--- src/rtl/bracket_balance_checker_assert.svh ---
// Assertion macros used by the bracket balance checker RTL (bbc_back).
// In synthesis the macros expand to nothing.
`ifndef BRACKET_BALANCE_CHECKER_ASSERT_SVH
`define BRACKET_BALANCE_CHECKER_ASSERT_SVH
`ifndef SYNTHESIS
`define BBC_ASSERT(lbl, clk_s, rstn_s, prop) \
    lbl: assert property (@(posedge clk_s) disable iff (!rstn_s) (prop)) \
        else $error("bracket balance checker assertion failed");
`define BBC_ASSERT_NEXT(lbl, clk_s, rstn_s, ante, cons) \
    lbl: assert property (@(posedge clk_s) disable iff (!rstn_s) (ante) |=> (cons)) \
        else $error("bracket balance checker assertion failed");
`else
`define BBC_ASSERT(lbl, clk_s, rstn_s, prop)
`define BBC_ASSERT_NEXT(lbl, clk_s, rstn_s, ante, cons)
`endif
`endif

--- src/rtl/bbc_pkg.sv ---
`default_nettype none

package bbc_pkg;

    localparam int DEFAULT_STACK_DEPTH = 64;
    localparam int QUEUE_DEPTH = 4;

    localparam logic [7:0] CHAR_OPEN_ROUND   = 8'h28;
    localparam logic [7:0] CHAR_CLOSE_ROUND  = 8'h29;
    localparam logic [7:0] CHAR_OPEN_SQUARE  = 8'h5B;
    localparam logic [7:0] CHAR_CLOSE_SQUARE = 8'h5D;
    localparam logic [7:0] CHAR_OPEN_CURLY   = 8'h7B;
    localparam logic [7:0] CHAR_CLOSE_CURLY  = 8'h7D;

    localparam int DEPTH_FIELD_MAX = 127;

    typedef enum logic [1:0] {
        KIND_ROUND  = 2'd0,
        KIND_SQUARE = 2'd1,
        KIND_CURLY  = 2'd2
    } kind_t;

    typedef enum logic [1:0] {
        OP_NONE = 2'd0,
        OP_PUSH = 2'd1,
        OP_POP  = 2'd2
    } op_code_t;

    typedef struct packed {
        op_code_t code;
        kind_t    kind;
        logic     last;
    } op_t;

endpackage

`default_nettype wire

--- src/rtl/bbc_back.sv ---
`default_nettype none
`include "bracket_balance_checker_assert.svh"

module bbc_back
#(
    parameter int STACK_DEPTH = bbc_pkg::DEFAULT_STACK_DEPTH
)
(
    input  wire logic          clk,
    input  wire logic          rst_n,
    input  wire logic          op_valid,
    input  wire bbc_pkg::op_t  op,
    output logic               op_take,
    output logic               result_valid,
    input  wire logic          result_stall,
    output logic               verdict_valid,
    output logic               balanced,
    output logic               overflowed,
    output logic [6:0]         nesting_depth
);
    import bbc_pkg::*;

    localparam int CW = $clog2(STACK_DEPTH + 1);
    localparam int AW = $clog2(STACK_DEPTH);

    // Entries below the top two live in the memory; the top and the one
    // under it are held in registers so a pop never waits on a read.
    kind_t         kind_mem [STACK_DEPTH];
    kind_t         top_reg;
    kind_t         top_next;
    kind_t         under_reg;
    logic [CW-1:0] count_reg;
    logic [CW-1:0] count_next;
    logic [CW-1:0] count_after;
    logic          error_reg;
    logic          error_next;
    logic          error_after;
    logic          overflow_reg;
    logic          overflow_next;
    logic          overflow_after;

    logic          advance;
    logic          issue;
    logic          is_push;
    logic          is_pop;
    logic          stack_full;
    logic          stack_empty;
    logic          push_ok;
    logic          pop_ok;
    logic          mismatch;

    logic          result_valid_reg;
    logic          verdict_valid_reg;
    logic          balanced_reg;
    logic          overflowed_reg;
    logic [6:0]    nesting_depth_reg;

    assign advance     = !result_valid_reg || !result_stall;
    assign issue       = op_valid && advance;
    assign op_take     = issue;

    assign is_push     = (op.code == OP_PUSH);
    assign is_pop      = (op.code == OP_POP);
    assign stack_full  = (count_reg == CW'(STACK_DEPTH));
    assign stack_empty = (count_reg == '0);
    assign push_ok     = issue && is_push && !stack_full;
    assign pop_ok      = issue && is_pop && !stack_empty;
    assign mismatch    = pop_ok && (top_reg != op.kind);

    always_comb
    begin
        count_after = count_reg;
        top_next    = top_reg;
        if (push_ok)
        begin
            count_after = count_reg + 1'b1;
            top_next    = op.kind;
        end
        else if (pop_ok)
        begin
            count_after = count_reg - 1'b1;
            top_next    = under_reg;
        end
        error_after    = error_reg || (is_push && stack_full) || (is_pop && stack_empty)
                         || mismatch;
        overflow_after = overflow_reg || (is_push && stack_full);

        count_next    = count_reg;
        error_next    = error_reg;
        overflow_next = overflow_reg;
        if (issue)
        begin
            count_next    = op.last ? '0 : count_after;
            error_next    = op.last ? 1'b0 : error_after;
            overflow_next = op.last ? 1'b0 : overflow_after;
        end
    end

    always_ff @(posedge clk or negedge rst_n)
    begin
        if (!rst_n)
        begin
            count_reg        <= '0;
            error_reg        <= 1'b0;
            overflow_reg     <= 1'b0;
            result_valid_reg <= 1'b0;
        end
        else
        begin
            count_reg    <= count_next;
            error_reg    <= error_next;
            overflow_reg <= overflow_next;
            if (advance)
            begin
                result_valid_reg <= op_valid;
            end
        end
    end

    // Result payload.
    always_ff @(posedge clk)
    begin
        if (issue)
        begin
            verdict_valid_reg <= op.last;
            balanced_reg      <= op.last && !error_after && (count_after == '0);
            overflowed_reg    <= overflow_after;
            nesting_depth_reg <= (32'(count_after) > 32'(DEPTH_FIELD_MAX))
                                 ? 7'(DEPTH_FIELD_MAX) : 7'(count_after);
        end
    end

    // Top-of-stack registers and the memory behind them.
    always_ff @(posedge clk)
    begin
        top_reg <= top_next;
        if (push_ok)
        begin
            under_reg <= top_reg;
        end
        else if (pop_ok)
        begin
            under_reg <= kind_mem[AW'(count_reg - CW'(3))];
        end
    end

    always_ff @(posedge clk)
    begin
        if (push_ok && !stack_empty)
        begin
            kind_mem[AW'(count_reg - 1'b1)] <= top_reg;
        end
    end

    assign result_valid  = result_valid_reg;
    assign verdict_valid = verdict_valid_reg;
    assign balanced      = balanced_reg;
    assign overflowed    = overflowed_reg;
    assign nesting_depth = nesting_depth_reg;

    `BBC_ASSERT(count_in_range, clk, rst_n, count_reg <= CW'(STACK_DEPTH))
    `BBC_ASSERT(overflow_implies_error, clk, rst_n, !overflow_reg || error_reg)
    `BBC_ASSERT_NEXT(last_clears_state, clk, rst_n, issue && op.last,
                     count_reg == '0 && !error_reg && !overflow_reg)

endmodule

`default_nettype wire

--- config.mk ---
export PLATFORM = sky130hd
export DESIGN_NAME = bbc_back
export DESIGN_NICKNAME = d
export VERILOG_FILES = /design/src/rtl/bbc_pkg.sv /design/src/rtl/bbc_back.sv
export VERILOG_INCLUDE_DIRS = /design/src /design/src/rtl
export SDC_FILE = /design/constraint.sdc
export NUM_CORES = 1
export LEC_CHECK = 0
export BUFFER_PORTS_ARGS = -buffer_cell sky130_fd_sc_hd__buf_2
export CORE_MARGIN = 2
export CORE_UTILIZATION = 56
export CTS_CLUSTER_SIZE = 16
export DETAILED_ROUTE_END_ITERATION = 8
export GPL_TIMING_DRIVEN = 0
export PLACE_DENSITY = 0.83
export SYNTH_ARGS = -nofsm -noshare
export SYNTH_HDL_FRONTEND = slang
export SYNTH_SLANG_ARGS = --single-unit
export TNS_END_PERCENT = 5
--- constraint.sdc ---
create_clock -name clk -period 2.9 [get_ports clk]
set_clock_uncertainty 0.05 [all_clocks]
set_input_delay 0.58 -clock clk [delete_from_list [all_inputs] [get_ports clk]]
set_output_delay 0.58 -clock clk [all_outputs]
set_load 0.05 [all_outputs]
## Word level (Yosys, flattened, before mapping)

Memory sizes are Yosys's and may differ from the RTL's.
Index checks and enable logic that the tools add are counted.

| operators by class | value |
|---|---|
| add/subtract/negate cells | 3 |
| equal/unequal tests | 4 |
| muxes and demuxes | 11 |
| reductions and logical operators | 24 |

Operators by type and width:

| cell | number |
|---|---|
| 7-bit 2-to-1 mux | 3 |
| 7-bit zero test | 2 |
| 1-bit logical AND | 11 |
| 2-bit 2-to-1 mux | 4 |
| 7-bit by 1-bit adder with 7-bit output (second input constant) | 1 |
| 7-bit == test (second input constant) | 1 |
| 7-bit by 1-bit subtractor with 7-bit output (second input constant) | 1 |
| 6-bit by 2-bit subtractor with 6-bit output (second input constant) | 1 |
| 1-bit zero test | 5 |
| 1-bit logical OR | 5 |
| 1-bit 2-to-1 mux | 4 |
| 2-bit by 1-bit == test with 1-bit output (second input constant) | 1 |
| 2-bit == test (second input constant) | 1 |
| 2-bit != test | 1 |
| 2-bit nonzero test | 1 |

| storage, ports and cells | value |
|---|---|
| flip-flop bits (word level) | 24 |
| RAM bits | 128 |
| bits of input ports | 9 |
| output and inout port bits | 12 |
| logic and storage cells | 53 |
| memories | 1 |

Memory list:

| name | words | bits a word | rd ports | clocked after memory_dff | write ports | line | RTL |
|---|---|---|---|---|---|---|---|
| kind_mem | 64 | 2 | 1 | 0 | 1 | bbc_back.sv:28 | `kind_t kind_mem [STACK_DEPTH];` |

## Longest topological paths before layout

| depth | value |
|---|---|
| depth in word-level cells | 10 |
| gate-level depth with buffers | 12 |
| depth with buffers taken out | 9 |

## Worst setup path before layout

No wires, ideal clock.

| path | value |
|---|---|
| path kind | register to register |
| start point | reg result_valid_reg (netlist: result_valid) |
| end point | reg balanced_reg (netlist: balanced) (data pin) |
| library setup time | 256 ps |
| arrival | 2,790 ps |
| path slack | -197 ps |
| cell stages (with the launch flop) | 10 |
| path buffers | 2 |
| clock period less this slack | 3,097 ps |
| cells stage by stage | dfrtp_1 > a21bo_2 > buf_2 > clkinv_1 > nand2_1 > a21oi_1 > buf_2 > o32ai_1 > nor4_1 > and4b_1 |

RTL lines:

| item | line | RTL |
|---|---|---|
| from (decl) | bbc_back.sv:52 | `logic result_valid_reg;` |
| from (signal assigned) | bbc_back.sv:115 | `result_valid_reg <= op_valid;` |
| 1-bit zero test (*) | bbc_back.sv:58 | `assign advance = !result_valid_reg \|\| !result_stall;` |
| 1-bit logical OR (*) | bbc_back.sv:58 |  |
| 1-bit logical AND (*) | bbc_back.sv:59 | `assign issue = op_valid && advance;` |
| net op_take | bbc_back.sv:13 | `output logic op_take,` |
| 1-bit logical AND (2 in series) | bbc_back.sv:67 | `assign pop_ok = issue && is_pop && !stack_empty;` |
| 7-bit 2-to-1 mux | bbc_back.sv:79 | `else if (pop_ok)` |
| 7-bit 2-to-1 mux (*) | bbc_back.sv:74 | `if (push_ok)` |
| net count_after[1] | bbc_back.sv:34 | `logic [CW-1:0] count_after;` |
| 7-bit zero test (*) | bbc_back.sv:126 | `balanced_reg <= op.last && !error_after && (count_after == '0);` |
| 1-bit logical AND (*) | bbc_back.sv:126 |  |
| to (signal assigned) | bbc_back.sv:126 |  |
| to (decl) | bbc_back.sv:54 | `logic balanced_reg;` |

The timed path passes the listed nets; every way through them passes the cells marked *.
A chain may end at the register's enable or synchronous reset.

## Final worst setup path

| path | value |
|---|---|
| start point | reg count_reg[0] |
| end point | reg under_reg[0] (data pin) |

| between the ends | value |
|---|---|
| cells in the longest elaborated chain, start to end | 4 |

Ends and longest elaborated chain:

| item | line | RTL |
|---|---|---|
| from (decl) | bbc_back.sv:32 | `logic [CW-1:0] count_reg;` |
| from (signal assigned) | bbc_back.sv:110 | `count_reg <= count_next;` |
| 6-bit by 2-bit subtractor with 6-bit output / 7-bit == test (equally long branches) | bbc_back.sv:143, bbc_back.sv:64 |  |
| memory read 64 x 2 bit / 1-bit zero test (equally long branches) | - |  |
| 2-bit 2-to-1 mux / 1-bit logical AND (equally long branches) | bbc_back.sv:141, bbc_back.sv:66 |  |
| 2-bit 2-to-1 mux (*) | bbc_back.sv:137 | `if (push_ok)` |
| to (signal assigned) | bbc_back.sv:139 | `under_reg <= top_reg;` |
| to (signal assigned) | bbc_back.sv:143 | `under_reg <= kind_mem[AW'(count_reg - CW'(3))];` |
| to (decl) | bbc_back.sv:31 | `kind_t under_reg;` |

Mark *: on every way between the ends. The rest lies on a longest branch, timed or not. The select of a mux whose other input is x is not followed.

==> run metrics <==
drc violations=0; wl on met1=slightly below 6000 um; Post-synth EDFFs=between 100 and 150; clock root buffer master=clkbuf_16; Ant. Diodes=0; Synth top area share=between 60% and 70%; most numerous cell in the Yosys netlist=edfxtp_1; Max Cap Violations=0; Core Rows=40; Num CTS Buffers=17; Synth area leaders=edfxtp_1 (63%), mux4_2 (10%), nor2_1 (4.4%); Top Ports=21; leakage power=0.002635 uW; endpoint of the lowest-slack register-to-register path=under_reg[0]; met2 wire length=about 7100 um; pin count of the biggest net entering global routing=30; clock tree from TritonCTS=built; setup TNS=-0.003560 ns; post-synth cell types=48; gr usage total=~25%; worst slew margin relative to its limit=between 50 and 60%; top sig layer=met4; critical setup path kind=flip-flop to flip-flop; Chip Width=113.9 um; Synth Net Count=approximately 460; H-tree depth=4; Die Y-Extent=~110 um; post-route antenna net violation count=0; CP Cell Sequence=buf_12, clkinvlp_4, ha_1, buf_8, buf_8, mux4_2, mux4_2, o211ai_1, o211ai_1; grt ovf=0; WL met3=1331 um; Die Area=12970 um^2; Placeable Area=about 12000 um^2; # port buffers=20; Gate Count Post-Synth=around 450; Setup-failing EPs final=1; vias in the first global route=slightly above 4000; Hold Vio Cnt, Final=0; WHS=around 0.29 ns; Worst Path Required=about 3 ns; Power Total=between 5000 and 6000 uW; Peak VDD IR=0.4309 mV; worst hold path class=primary input to flip-flop; dpl cells=roughly 620; Area growth, synth to finish=16.64%; Post-synth ARST share=around 6.6%; final non-filler cell area=about 8000 um^2; Sink Count=around 150; syn_area_per_cell=between 15 and 20 um^2; clock-pin slew on the worst setup and hold paths=roughly 0.060 ns; mapped cell area=6760 um^2; crit path buf inv count=4; crit start category=flip-flop; final wirelength=between 15000 and 20000 um; top post-synthesis cells by count=edfxtp_1 (142), nor2_1 (80), nand2_1 (35), mux4_2 (31), buf_2 (13); number of synthesized register bits=approximately 150; Worst Path Max Fanout=10; CP Capture Type=flip-flop; CP Launch Point=count_reg[0]; highest-delay cell along the critical path=mux4_2; yosys synthesis warning count=0; Pwr Density=roughly 680 nW/um^2; cell taking the most area after synthesis=edfxtp_1; Critical Path End=under_reg[0]; status=complete, but fails checks; TritonRoute pass-1 iters=5; failing checks=setup timing; RSZ-0062 raised after global routing=true; reg2reg path depth=9; Max clock buf depth=2; initial antenna violation count=0; WP depth=9; routed vias/inst=6.469; reg-to-reg setup timing slack=-0.004 ns; DR iter-0 viols=around 420; CP peak stage delay=about 0.52 ns; CP delay by family, top=multiplexers; Slew Limit Fails=0; fin crit share=100.1%; Placed Area=between 7000 and 8000 um^2; via count=between 4000 and 5000; sequential area share after synthesis=~67%; first-pass GRT wire length=23360 um; share of cells above drive strength 1=a little over a quarter; transition time of the tightest slew-check pin=0.7470 ns; Non-Filler Instances=650; hpwl dp=about 9500 um; Crit path arrival time=3.01 ns; min cycle time layout=approximately 2.9 ns; worst skew pair latency=roughly 0.43 ns; nets@finish=between 500 and 600; R2R Path Start=count_reg[0]; max FFs per register=around 130; WL/cell=23.09 um; Placer Congestion=roughly 0.9; final worst setup slack=-0.003560 ns; FMAX=approximately 340 MHz; Synth Flop Type=edfxtp_1; Initial Util=a little under three fifths
-- area by class of cell --
cell class,instances,area (um^2)
multi-input combinational,267,2162
clock inverter,12,136.4
inverter,5,23.77
sequential,152,4516
tap,147,183.9
buffer,22,182.7
fill,750,4026
timing repair buffer,28,255.2
clock buffer,17,425.4
-- logic make-up after synthesis --
family	synth area share, %
buf+inv	2.295
mux	11.85
xor+xnor	3.369
compound gates	5.978
fa+ha+maj	0.5553
simple gates	9.180
flops	66.78
-- power breakdown --
part           switching (uW)  total (uW)  leakage (uW)  internal, uW
Combinational             512         827      0.000942           315
Sequential               19.4        2450       0.00142          2430
Clock                     797        2120      0.000274          1320
Total                    1330        5390       0.00263          4060
-- metrics by stage --
stage / utilization, % / setup WS, ns
2_1_floorplan: - / 0.009376
3_3_place_gp: 59.15 / -0.9278
3_5_place_dp: 60.07 / -1.002
4_1_cts: 65.84 / 0.003252
5_1_grt: 66.20 / -0.1606
6_report: 66.20 / -0.003560
-- worst min-delay path by stage --
stage / startpoint / endpoint / cells past startpoint
floorplan: rst_n / count_reg[0] / 0
CTS: op_valid / result_valid / 2
detailed placement: rst_n / error_reg / 1
finish: op_valid / result_valid / 2
global placement: rst_n / error_reg / 1
global route: op_valid / result_valid / 2
-- layout by cell type (no fill, tap or decap), drive strengths merged, types with 2 or more instances in the layout --
| master | synthesis | routed |
|---|---|---|
| ha | 3 | 3 |
| o31ai | 4 | 4 |
| xor2 | 12 | 12 |
| clkinvlp | 0 | 2 |
| nor3 | 10 | 10 |
| nand2b | 3 | 3 |
| clkbuf | 2 | 19 |
| a211oi | 4 | 4 |
| mux2i | 8 | 8 |
| mux4 | 31 | 31 |
| a2111oi | 3 | 3 |
| dfrtp | 10 | 10 |
| nand3 | 9 | 9 |
| a311oi | 2 | 2 |
| nor2b | 2 | 2 |
| buf | 20 | 47 |
| nand2 | 35 | 35 |
| inv | 4 | 3 |
| nor2 | 80 | 80 |
| a31oi | 2 | 2 |
| bufinv | 0 | 3 |
| a21oi | 9 | 9 |
| edfxtp | 142 | 142 |
| a221oi | 5 | 5 |
| clkinv | 1 | 9 |
| mux2 | 2 | 2 |
| o21ai | 10 | 10 |
| xnor2 | 11 | 11 |
| and2 | 3 | 3 |
| a22o | 4 | 4 |
| nor4 | 3 | 3 |
| o211ai | 2 | 2 |
-- what timing repair did --
item	in CTS	in global routing
endpoints found under the hold margin	10	0
hold buffers	1	0
gates resized for setup	21	11
buffers inserted	3	0
gates cloned	0	0
setup endpoints to repair	133	84
pin swaps	2	1
-- per-layer routing --
metal  GRT usage, %  vias up
met4          13.50        0
li1               -     1816
met2          38.52      252
met3          6.801       42
met1          33.16     2095
met5              0        -
(Power assumes the default switching activity.)
